==> config.mk <==
export PLATFORM = sky130hd
export DESIGN_NAME = double_ended_queue_buffer
export DESIGN_NICKNAME = d
export VERILOG_FILES = /design/src/dqb_pkg.sv /design/src/dqb_datapath.sv /design/src/dqb_ctrl.sv /design/src/double_ended_queue_buffer.sv
export SDC_FILE = /design/constraint.sdc
export NUM_CORES = 1
export LEC_CHECK = 0
export BUFFER_PORTS_ARGS = -buffer_cell sky130_fd_sc_hd__buf_2
export CAP_MARGIN = 20
export CORE_MARGIN = 2
export CORE_UTILIZATION = 60
export CTS_CLUSTER_DIAMETER = 150
export DETAILED_ROUTE_END_ITERATION = 6
export HOLD_SLACK_MARGIN = 0.03
export PLACE_DENSITY = 0.86
export RECOVER_POWER = 100
export SYNTH_ARGS = -nofsm -noshare
export SYNTH_HDL_FRONTEND = slang
export SYNTH_SLANG_ARGS = --single-unit
==> constraint.sdc <==
create_clock -name i_clk -period 5 [get_ports i_clk]
set_input_delay 0.5 -clock i_clk [delete_from_list [all_inputs] [get_ports i_clk]]
set_output_delay 0.5 -clock i_clk [all_outputs]
set_load 0.05 [all_outputs]
==> src/dqb_pkg.sv <==
`timescale 1ns / 1ps
`default_nettype none

package dqb_pkg;

    // Store geometry
    localparam int DEPTH   = 16;
    localparam int PTR_W   = $clog2(DEPTH);
    localparam int CNT_W   = $clog2(DEPTH + 1);
    localparam int WORD_W  = 32;
    localparam int LEVEL_W = 5;
    localparam int KIND_W  = 2;

    typedef logic [PTR_W-1:0]   t_ptr;
    typedef logic [CNT_W-1:0]   t_cnt;
    typedef logic [WORD_W-1:0]  t_word;
    typedef logic [LEVEL_W-1:0] t_level;

    // Operation codes carried on the input tuser
    typedef enum logic [KIND_W-1:0] {
        KIND_PUSH_FRONT = 2'd0,
        KIND_PUSH_BACK  = 2'd1,
        KIND_POP_BACK   = 2'd2
    } t_kind;

    // Controller states
    typedef enum logic {
        ST_IDLE,
        ST_READ
    } t_state;

    // Controller to datapath commands
    typedef struct packed {
        logic exec;      // apply the accepted request to head, count and store
        logic finish;    // deliver the word read for a pop
        logic load_out;  // load the output register this cycle
    } t_cmd;

    // Datapath to controller status
    typedef struct packed {
        logic pop_ok;    // current request is a pop on a non-empty store
    } t_status;

    // (base + offset) mod DEPTH, both operands below DEPTH
    function automatic t_ptr ring_add(input t_ptr base, input t_ptr offset);
        logic [PTR_W:0] sum;
        sum = {1'b0, base} + {1'b0, offset};
        if (sum >= (PTR_W+1)'(DEPTH)) begin
            sum = sum - (PTR_W+1)'(DEPTH);
        end
        return sum[PTR_W-1:0];
    endfunction

endpackage

`default_nettype wire

==> src/dqb_datapath.sv <==
`timescale 1ns / 1ps
`default_nettype none

module dqb_datapath (
    input  wire              i_clk,
    input  wire              i_rst_n,
    input  wire dqb_pkg::t_cmd i_cmd,
    input  wire  [1:0]       i_kind,
    input  wire  [31:0]      i_data,
    output dqb_pkg::t_status o_status,
    output logic [31:0]      o_data,
    output logic [4:0]       o_level,
    output logic             o_err
);

    dqb_pkg::t_word  r_mem [dqb_pkg::DEPTH];
    dqb_pkg::t_word  r_rd_data;
    dqb_pkg::t_ptr   r_head;
    dqb_pkg::t_ptr   n_head;
    dqb_pkg::t_cnt   r_count;
    dqb_pkg::t_cnt   n_count;
    dqb_pkg::t_word  r_out_data;
    dqb_pkg::t_level r_out_level;
    logic            r_out_err;

    logic            w_full;
    logic            w_empty;
    logic            w_ok;
    logic            w_wr;
    dqb_pkg::t_ptr   w_wr_addr;
    dqb_pkg::t_ptr   w_head_dec;
    dqb_pkg::t_ptr   w_back_slot;
    dqb_pkg::t_ptr   w_last_slot;
    dqb_pkg::t_cnt   w_count_inc;
    dqb_pkg::t_cnt   w_count_dec;

    // Pointer arithmetic
    assign w_full      = (r_count == dqb_pkg::t_cnt'(dqb_pkg::DEPTH));
    assign w_empty     = (r_count == '0);
    assign w_count_inc = r_count + dqb_pkg::t_cnt'(1);
    assign w_count_dec = r_count - dqb_pkg::t_cnt'(1);
    assign w_head_dec  = (r_head == '0) ? dqb_pkg::t_ptr'(dqb_pkg::DEPTH - 1)
                                        : r_head - dqb_pkg::t_ptr'(1);
    assign w_back_slot = dqb_pkg::ring_add(r_head, r_count[dqb_pkg::PTR_W-1:0]);
    assign w_last_slot = dqb_pkg::ring_add(r_head, w_count_dec[dqb_pkg::PTR_W-1:0]);

    // Operation decode; unused code is an error with no change
    always_comb begin
        w_ok      = 1'b0;
        w_wr      = 1'b0;
        w_wr_addr = w_back_slot;
        n_head    = r_head;
        n_count   = r_count;
        unique case (dqb_pkg::t_kind'(i_kind))
            dqb_pkg::KIND_PUSH_FRONT: begin
                w_ok      = !w_full;
                w_wr      = !w_full;
                w_wr_addr = w_head_dec;
                if (!w_full) begin
                    n_head  = w_head_dec;
                    n_count = w_count_inc;
                end
            end
            dqb_pkg::KIND_PUSH_BACK: begin
                w_ok = !w_full;
                w_wr = !w_full;
                if (!w_full) begin
                    n_count = w_count_inc;
                end
            end
            dqb_pkg::KIND_POP_BACK: begin
                w_ok = !w_empty;
                if (!w_empty) begin
                    n_count = w_count_dec;
                end
            end
            default: begin
                w_ok = 1'b0;
            end
        endcase
    end

    assign o_status.pop_ok = (dqb_pkg::t_kind'(i_kind) == dqb_pkg::KIND_POP_BACK) && !w_empty;

    // Head and fill count
    always_ff @(posedge i_clk) begin
        if (!i_rst_n) begin
            r_head  <= '0;
            r_count <= '0;
        end else if (i_cmd.exec) begin
            r_head  <= n_head;
            r_count <= n_count;
        end
    end

    // Word store: one write port, one registered read port at the last occupied slot
    always_ff @(posedge i_clk) begin
        if (i_cmd.exec && w_wr) begin
            r_mem[w_wr_addr] <= i_data;
        end
        r_rd_data <= r_mem[w_last_slot];
    end

    // Result register
    always_ff @(posedge i_clk) begin
        if (i_cmd.load_out) begin
            if (i_cmd.finish) begin
                r_out_data  <= r_rd_data;
                r_out_err   <= 1'b0;
                r_out_level <= dqb_pkg::t_level'(r_count);
            end else begin
                r_out_data  <= '0;
                r_out_err   <= !w_ok;
                r_out_level <= dqb_pkg::t_level'(n_count);
            end
        end
    end

    assign o_data  = r_out_data;
    assign o_level = r_out_level;
    assign o_err   = r_out_err;

endmodule

`default_nettype wire

==> src/dqb_ctrl.sv <==
`timescale 1ns / 1ps
`default_nettype none

module dqb_ctrl (
    input  wire              i_clk,
    input  wire              i_rst_n,
    input  wire              i_in_valid,
    output logic             o_in_ready,
    output logic             o_out_valid,
    input  wire              i_out_ready,
    input  wire dqb_pkg::t_status i_status,
    output dqb_pkg::t_cmd    o_cmd
);

    dqb_pkg::t_state r_state;
    dqb_pkg::t_state n_state;
    logic            r_out_valid;
    logic            w_accept;

    // Take a request when idle and the result register is empty or frees up this cycle
    assign o_in_ready = (r_state == dqb_pkg::ST_IDLE) && (!r_out_valid || i_out_ready);
    assign w_accept   = i_in_valid && o_in_ready;

    // Next state
    always_comb begin
        n_state = r_state;
        unique case (r_state)
            dqb_pkg::ST_IDLE: begin
                if (w_accept && i_status.pop_ok) begin
                    n_state = dqb_pkg::ST_READ;
                end
            end
            dqb_pkg::ST_READ: begin
                n_state = dqb_pkg::ST_IDLE;
            end
            default: begin
                n_state = dqb_pkg::ST_IDLE;
            end
        endcase
    end

    // Commands
    always_comb begin
        o_cmd = '0;
        unique case (r_state)
            dqb_pkg::ST_IDLE: begin
                o_cmd.exec     = w_accept;
                o_cmd.load_out = w_accept && !i_status.pop_ok;
            end
            dqb_pkg::ST_READ: begin
                o_cmd.finish   = 1'b1;
                o_cmd.load_out = 1'b1;
            end
            default: begin
                o_cmd = '0;
            end
        endcase
    end

    // State and result valid flag
    always_ff @(posedge i_clk) begin
        if (!i_rst_n) begin
            r_state     <= dqb_pkg::ST_IDLE;
            r_out_valid <= 1'b0;
        end else begin
            r_state <= n_state;
            if (o_cmd.load_out) begin
                r_out_valid <= 1'b1;
            end else if (i_out_ready) begin
                r_out_valid <= 1'b0;
            end
        end
    end

    assign o_out_valid = r_out_valid;

`ifndef SYNTHESIS
    // The read state is always followed by idle in the next cycle
    a_read_one_cycle: assert property (@(posedge i_clk) disable iff (!i_rst_n)
        r_state == dqb_pkg::ST_READ |=> r_state == dqb_pkg::ST_IDLE)
        else $error("read state held longer than one cycle");

    // A successful pop goes through the read state
    a_pop_reads: assert property (@(posedge i_clk) disable iff (!i_rst_n)
        w_accept && i_status.pop_ok |=> r_state == dqb_pkg::ST_READ)
        else $error("pop accepted without store read");

    // A pending result is never overwritten
    a_no_overwrite: assert property (@(posedge i_clk) disable iff (!i_rst_n)
        r_out_valid && !i_out_ready |-> !o_cmd.load_out)
        else $error("result register overwritten while stalled");

    // No request is taken during a pop read
    a_no_accept_in_read: assert property (@(posedge i_clk) disable iff (!i_rst_n)
        r_state == dqb_pkg::ST_READ |-> !o_in_ready)
        else $error("request taken during pop read");
`endif

endmodule

`default_nettype wire

==> src/double_ended_queue_buffer.sv <==
`timescale 1ns / 1ps
`default_nettype none

// Double-ended buffer of up to 16 signed 32-bit words held in a ring store.
// Input stream: s_axis_tuser selects the operation (push front, push back,
// pop back), s_axis_tdata carries the word to push. Every request gives one
// result on the output stream: m_axis_tuser is the error flag (push when
// full, pop when empty, unused operation code), m_axis_tdata carries the
// popped word (zero otherwise) and the fill level after the operation.
// A push or a failed request has its result registered in the cycle after
// it is taken; a successful pop first goes through the registered read of
// the store. Throughput: one push per cycle while results are taken; a pop
// holds off the next request while the single store read port returns the word.
// Reset empties the buffer (head and count cleared); the store is not
// cleared and needs no clearing pass. The result sits in an output register:
// while the receiver stalls the result holds and new requests are refused
// until it is taken; a request is taken in the same cycle the result leaves.
module double_ended_queue_buffer (
    input  wire         i_clk,
    input  wire         i_rst_n,
    input  wire         s_axis_tvalid,
    output logic        s_axis_tready,
    input  wire  [31:0] s_axis_tdata,   // [31:0] data_in
    input  wire  [1:0]  s_axis_tuser,   // [1:0] kind
    output logic        m_axis_tvalid,
    input  wire         m_axis_tready,
    output logic [39:0] m_axis_tdata,   // [31:0] data_out, [36:32] fill_level, pad
    output logic [0:0]  m_axis_tuser    // [0] status
);

    dqb_pkg::t_cmd    w_cmd;
    dqb_pkg::t_status w_status;
    logic [31:0]      w_data;
    logic [4:0]       w_level;
    logic             w_err;

    // Sequencing
    dqb_ctrl u_ctrl (
        .i_clk       (i_clk),
        .i_rst_n     (i_rst_n),
        .i_in_valid  (s_axis_tvalid),
        .o_in_ready  (s_axis_tready),
        .o_out_valid (m_axis_tvalid),
        .i_out_ready (m_axis_tready),
        .i_status    (w_status),
        .o_cmd       (w_cmd)
    );

    // Store, pointers and result register
    dqb_datapath u_datapath (
        .i_clk    (i_clk),
        .i_rst_n  (i_rst_n),
        .i_cmd    (w_cmd),
        .i_kind   (s_axis_tuser),
        .i_data   (s_axis_tdata),
        .o_status (w_status),
        .o_data   (w_data),
        .o_level  (w_level),
        .o_err    (w_err)
    );

    assign m_axis_tdata = {3'b000, w_level, w_data};
    assign m_axis_tuser = w_err;

endmodule

`default_nettype wire
Yosys cells after proc, flatten, opt, wreduce, memory -nomap -nowiden

Memory sizes are Yosys's and may differ from the RTL's. A register that Yosys moved wholly into a read port is not among the register bits.
Index checks and enable logic that the tools add are counted.

Flip-flop bits (word level): 49
Latch bits: 0
Memory bits (writable): 512
ROM bits: 0
Input bits: 38
Output and inout port bits: 43
Word-level logic and storage cells: 59
Memories: 1

Add/subtract/negate cells: 7
Multiply operators: 0
Div/mod/pow operators: 0
Magnitude comparators: 2
Equality and inequality tests: 3
Shifts and indexed selects: 0
Mux-type cells: 19
Bitwise logic cells: 2
Reduce and logical (&&, ||, !) cells: 18

Memories:

| memory           | words | width | rd ports | clocked after memory_dff | wr ports | RTL line           | source |
|---|---|---|---|---|---|---|---|
| u_datapath.r_mem | 16    | 32    | 1        | 1                        | 1        | dqb_datapath.sv:16 | `dqb_pkg::t_word r_mem [dqb_pkg::DEPTH];` |

Operators by type and width:

| operator            | count |
|---|---|
| $mux 4              | 4 |
| $mux 5              | 3 |
| $sub 4x1->4 const B | 3 |
| $add 4x4->5         | 2 |
| $ge 5x5->1 const B  | 2 |
| $pmux 5 s2          | 1 |
| $mux 1              | 8 |
| $logic_and 1x1->1   | 6 |
| $pmux 1 s2          | 3 |
| $add 5x1->5 const B | 1 |
| $eq 5x5->1 const B  | 1 |
| $logic_not 1->1     | 5 |
| $logic_not 5->1     | 1 |
| $sub 5x1->5 const B | 1 |
| $logic_not 4->1     | 1 |
| $reduce_and 3->1    | 1 |
| $eq 2x1->1 const B  | 1 |
| $eq 2x2->1 const B  | 1 |
| $logic_not 2->1     | 1 |
| $not 1->1           | 2 |
| $reduce_bool 2->1   | 1 |
| $reduce_or 2->1     | 1 |
| $logic_or 1x1->1    | 1 |

Longest topological paths before layout

Word-level depth: 8
Gate-level depth with buffers: 9
Gate-level depth less buffers: 8

Hierarchy

From an unflattened synthesis, not the netlist that was laid out.

Cells, all modules: 1,073
Area, all modules: 23,104.7 sq um

Modules (own cells, without submodules):

| module                    | times used | cells an instance | area an instance (sq um) | seq. area each (sq um) |
|---|---|---|---|---|
| dqb_datapath              | 1          | 1,057             | 22,958.3                 | 17,336.6 |
| dqb_ctrl                  | 1          | 12                | 120.1                    | 40.0 |
| double_ended_queue_buffer | 1          | 4                 | 26.3                     | 0.0 |

Worst setup path after synthesis

No wires, ideal clock.

Path type: register to register
Start: register u_ctrl.r_out_valid, in the netlist u_ctrl.o_out_valid
End: register u_datapath.r_out_data[0], in the netlist u_datapath.o_data[0], enable pin
Library setup time: 486 ps
Arrival time: 3,890 ps
Required time: 4,514 ps
Slack: 624 ps
Cell stages (with the launch flop): 5
Buffers on the path: 1
Period minus slack after synthesis: 4,376 ps
Path through: dfxtp_1 -> nor2b_4 -> or3b_4 -> buf_6 -> o21ai_0

RTL lines:

| what                     | RTL line            | source |
|---|---|---|
| start: declaration       | dqb_ctrl.sv:17      | `logic r_out_valid;` |
| start signal: assignment | dqb_ctrl.sv:64      | `r_out_valid <= 1'b0;` |
| start signal: assignment | dqb_ctrl.sv:68      | `r_out_valid <= 1'b1;` |
| start signal: assignment | dqb_ctrl.sv:70      | `r_out_valid <= 1'b0;` |
| end signal: assignment   | dqb_datapath.sv:108 | `r_out_data <= r_rd_data;` |
| end: declaration         | dqb_datapath.sv:22  | `dqb_pkg::t_word r_out_data;` |

Worst setup path after layout

Start: register u_ctrl.r_state
End: memory u_datapath.r_mem[6][11] (netlist name), enable pin

Word-level cells in the longest chain between the ends: 7

Ends and longest elaborated chain:

| what                             | RTL line           | source |
|---|---|---|
| start: declaration               | dqb_ctrl.sv:15     | `dqb_pkg::t_state r_state;` |
| start signal: assignment         | dqb_ctrl.sv:63     | `r_state <= dqb_pkg::ST_IDLE;` |
| start signal: assignment         | dqb_ctrl.sv:66     | `r_state <= n_state;` |
| $not 1->1                        | dqb_ctrl.sv:21     | `assign o_in_ready = (r_state == dqb_pkg::ST_IDLE) && (!r_out_valid \|\| i_out_ready);` |
| $logic_and 1x1->1                | dqb_ctrl.sv:21     |  |
| $logic_and 1x1->1                | dqb_ctrl.sv:22     | `assign w_accept = i_in_valid && o_in_ready;` |
| $mux 1 (*)                       | dqb_ctrl.sv:45     | `unique case (r_state)` |
| $logic_and 1x1->1 (*)            | dqb_datapath.sv:98 | `if (i_cmd.exec && w_wr) begin` |
| $mux 1 (*)                       | dqb_datapath.sv:98 |  |
| $mux 1 (implied by the code) (*) | dqb_datapath.sv:99 | `r_mem[w_wr_addr] <= i_data;` |
| end: declaration                 | dqb_datapath.sv:16 |  |

Mark *: on every way between the ends. The rest lies on a longest branch, timed or not.

==> results_dict.tcl <==
set metrics [dict create \
    status "complete, but fails checks" \
    violations "max-capacitance violations, max-slew violations" \
    p_seq_share_pct 50.2 \
    power.internal_mw 8.678 \
    cpLargestDelayFamily "simple AND/OR/NAND/NOR gates" \
    final_cell_mix "550 x edfxtp_1, 128 x mux4_2, 98 x mux2i_1" \
    grt.overflow.total 0 \
    cts_setup_buffers 0 \
    syn2layout_area_growth_pct 12.32 \
    core_area_sq_mm 0.03749 \
    fmax_mhz 240.0 \
    dieArea_sq_mm 0.03941 \
    fin_crit_ns 4.167 \
    synthCells 1039 \
    startpoint_type "flop" \
    power.density_mw_per_mm2 446.9 \
    cp_num_buf_inv 2 \
    grt_max_degree 129 \
    skew_ns 0.02329 \
    syn_area_sq_mm 0.02271 \
    synth_compound_area_share_pct 1.361 \
    slew_violations 105 \
    instances_no_fill 1719 \
    synth_ff_type "edfxtp_1" \
    cts.sinks 593 \
    crit_path_end "u_datapath.r_mem[6][11]" \
    layout_commonest_cell "edfxtp_1" \
    clockBufferDepth 3 \
    ctsResizeCount 0 \
    path_depth 5 \
    root_buffer "clkbuf_16" \
    ys_types 56 \
    cts-buffers-inserted 55 \
    crit_top_cell "clkbuf_1" \
    vias_per_cell 6.319 \
    critPathLaunch "u_ctrl.r_state" \
    rsz0062_at_grt "false" \
    p_leak_nw 8.293 \
    maxSlewHeadroom_pct -59.71 \
    drc 0 \
    worstSetupPathType "flop to flop" \
    antenna_found_initial 3 \
    rrSetupSlack_ns 0.83 \
    post_synth.cell_area_avg_sq_um 21.85 \
    slowest_delay_ns 0.90 \
    fin_nets 1208 \
    swShare_pct 23.85 \
    grt_pass1_vias 11360 \
    dpl.hpwl_mm 25.45 \
    setup_violations 0 \
    grt_pass1_wl_mm 72.13 \
    synth-edff-count 550 \
    hold_buffers 0 \
    synth-xor-area-share_pct 0.4408 \
    cp_slowest_cell "clkbuf_1" \
    finalHoldViolCount 0 \
    die_h_um 198.5 \
    ys_async_sr_fraction_pct 0 \
    wire_per_inst_um 28.06 \
    wl_mm 48.24 \
    drv_cap 3 \
    row_count 71 \
    muxShareOfSynthArea_pct 17.02 \
    synth-simple-area-share_pct 2.629 \
    final_layout_size_suffix_gt1_share_pct 21.66 \
    clock_latency_ns 0.61 \
    detail-route-antenna-nets 0 \
    hold_depth 3 \
    tightest_slew_ns 2.396 \
    arrival_ns 4.38 \
    gp_congestion 0.7729 \
    pin_count 81 \
    yosysSeqAreaShare_pct 76.53 \
    post-route-period-util_pct 83.33 \
    drt-pass1-iter-count 7 \
    dr.first_iter.drc_count 1113 \
    reg2reg_depth 5 \
    utilization_pct 68.03 \
    synth_fa_ha_area_share_pct 0.6723 \
    synth_top_family_by_area "multiplexers" \
    timing.setup.tns_ns 0 \
    htree_levels 2 \
    net-switching-power_mw 2.718 \
    combinationalPowerShare_pct 13.0 \
    max-vdd-ir-drop_v 0.0003606 \
    ys_warn_count 0 \
    crit_path_end_kind "flop" \
    initial_utilization_pct 60.57 \
    hp-class "input port to flop" \
    clkTransAtPathRegs_ns 0.06 \
    cp_cell_sequence "clkbuf_1 > nor3b_2 > nand4b_1 > nor2_4 > clkbuf_1" \
    p_clk_share_pct 36.8 \
    r2r_start "u_ctrl.r_state" \
    dp_cells 1613 \
    cts_tree "done" \
    port_buffers 77 \
    r2r_end "u_datapath.r_mem[6][11]" \
    nFillCells 2301 \
    crit_required_ns 5.22 \
    synth-seq-cells 593 \
    critPathMaxFanout 43 \
    grtUsageTotal_pct 25.53 \
    die_w_um 198.5 \
    num_vias 10860 \
]
[logic make-up (layout without fill, tap and decap cells)]
logic type      Yosys count  in the layout
buf+inv                  60            224
mux                     226            226
flops                   593            593
compound gates           45             45
xor+xnor                  8              8
other cells               1              6
fa+ha+maj                11             11
simple gates             95             95
[metal layers]
| metal | vias up | GRT usage, % | share of wire, % |
|---|---|---|---|
| met3 | 102 | 4.188 | 6.6 |
| met1 | 5701 | 33.64 | 38 |
| met5 | - | 0 | 0 |
| li1 | 4534 | - | - |
| met2 | 526 | 42.90 | 52 |
| met4 | 0 | 10.86 | 3.5 |
[power by group through the flow]
stage | clock network (mW) | logic (mW) | registers [mW]
floorplan | 0 | 1.01 | 5.87
global placement | 0 | 1.44 | 5.81
detailed placement | 0 | 1.48 | 5.81
CTS | 4.24 | 1.51 | 5.71
global route | 4.42 | 1.57 | 5.73
finish | 4.20 | 1.48 | 5.72
[worst min-delay path: stages]
cell and delay (ns):
buf_2 0.11, nand2b_1 0.07, a21oi_1 0.06
[synth_stat cells, drive strengths merged (2+ instances only)]
master	instances	area, sq um
edfxtp	550	16520
mux4	128	2883
mux2i	98	980.9
dfxtp	43	860.8
and2	34	212.7
buf	32	197.7
clkbuf	18	67.56
nor2	17	63.81
nor3	11	75.07
inv	10	37.54
ha	9	112.6
o21ai	9	45.04
a21oi	8	40.04
xor2	5	66.32
a21o	4	30.03
nand2	4	15.01
o31ai	4	30.03
a211oi	3	22.52
nand2b	3	18.77
nand3	3	15.01
nand4b	3	26.28
nor2b	3	26.27
o311ai	3	26.28
xnor2	3	33.79
a21boi	2	15.01
a32oi	2	17.52
and3	2	12.51
fa	2	40.04
nor3b	2	20.02
nor4	2	12.51
o21a	2	15.01
o22ai	2	12.51
or3	2	12.51
or3b	2	20.02
or4	2	18.77
[through the flow]
step	total power, mW	hold WS (ns)	cell area, sq um	setup slack (ns)
after floorplan	6.883	0.4883	22710	0.6239
after global placement	7.246	0.4906	23910	1.501
after detailed placement	7.293	0.4989	23910	1.421
after CTS	11.46	0.1628	25710	1.398
after global routing	11.72	0.1999	25500	0.6108
final	11.40	0.1958	25500	0.8334
[layout make-up]
cell class	count	area [sq um]	area share (%)
sequential	593	17380	68.14
multi-input combinational	388	5121	20.08
clock buffer	72	1490	5.843
clock inverter	31	312.8	1.227
antenna	3	7.507	0.02944
inverter	10	37.54	0.1472
tap	511	639.4	2.507
timing repair buffer	111	518.0	2.031
[worst min path at each step]
stage	endpoint	startpoint	slack, ns
global placement	u_datapath.o_data[6]	u_datapath.r_rd_data[6]	0.49
global route	u_ctrl.o_out_valid	s_axis_tvalid	0.20
floorplan	u_datapath.o_data[0]	u_datapath.r_rd_data[0]	0.49
finish	u_ctrl.o_out_valid	s_axis_tvalid	0.20
detailed placement	u_datapath.o_data[1]	u_datapath.r_rd_data[1]	0.50
CTS	u_ctrl.o_out_valid	s_axis_tvalid	0.16
[state kept, by name (all words and copies together), names as in the netlist]
signal,count
u_ctrl.o_out_valid,1
u_ctrl.r_state,1
u_datapath.o_data,32
u_datapath.o_err,1
u_datapath.o_level,5
u_datapath.r_count,5
u_datapath.r_head,4
u_datapath.r_mem,512
u_datapath.r_rd_data,32
(Power assumes the default switching activity.)
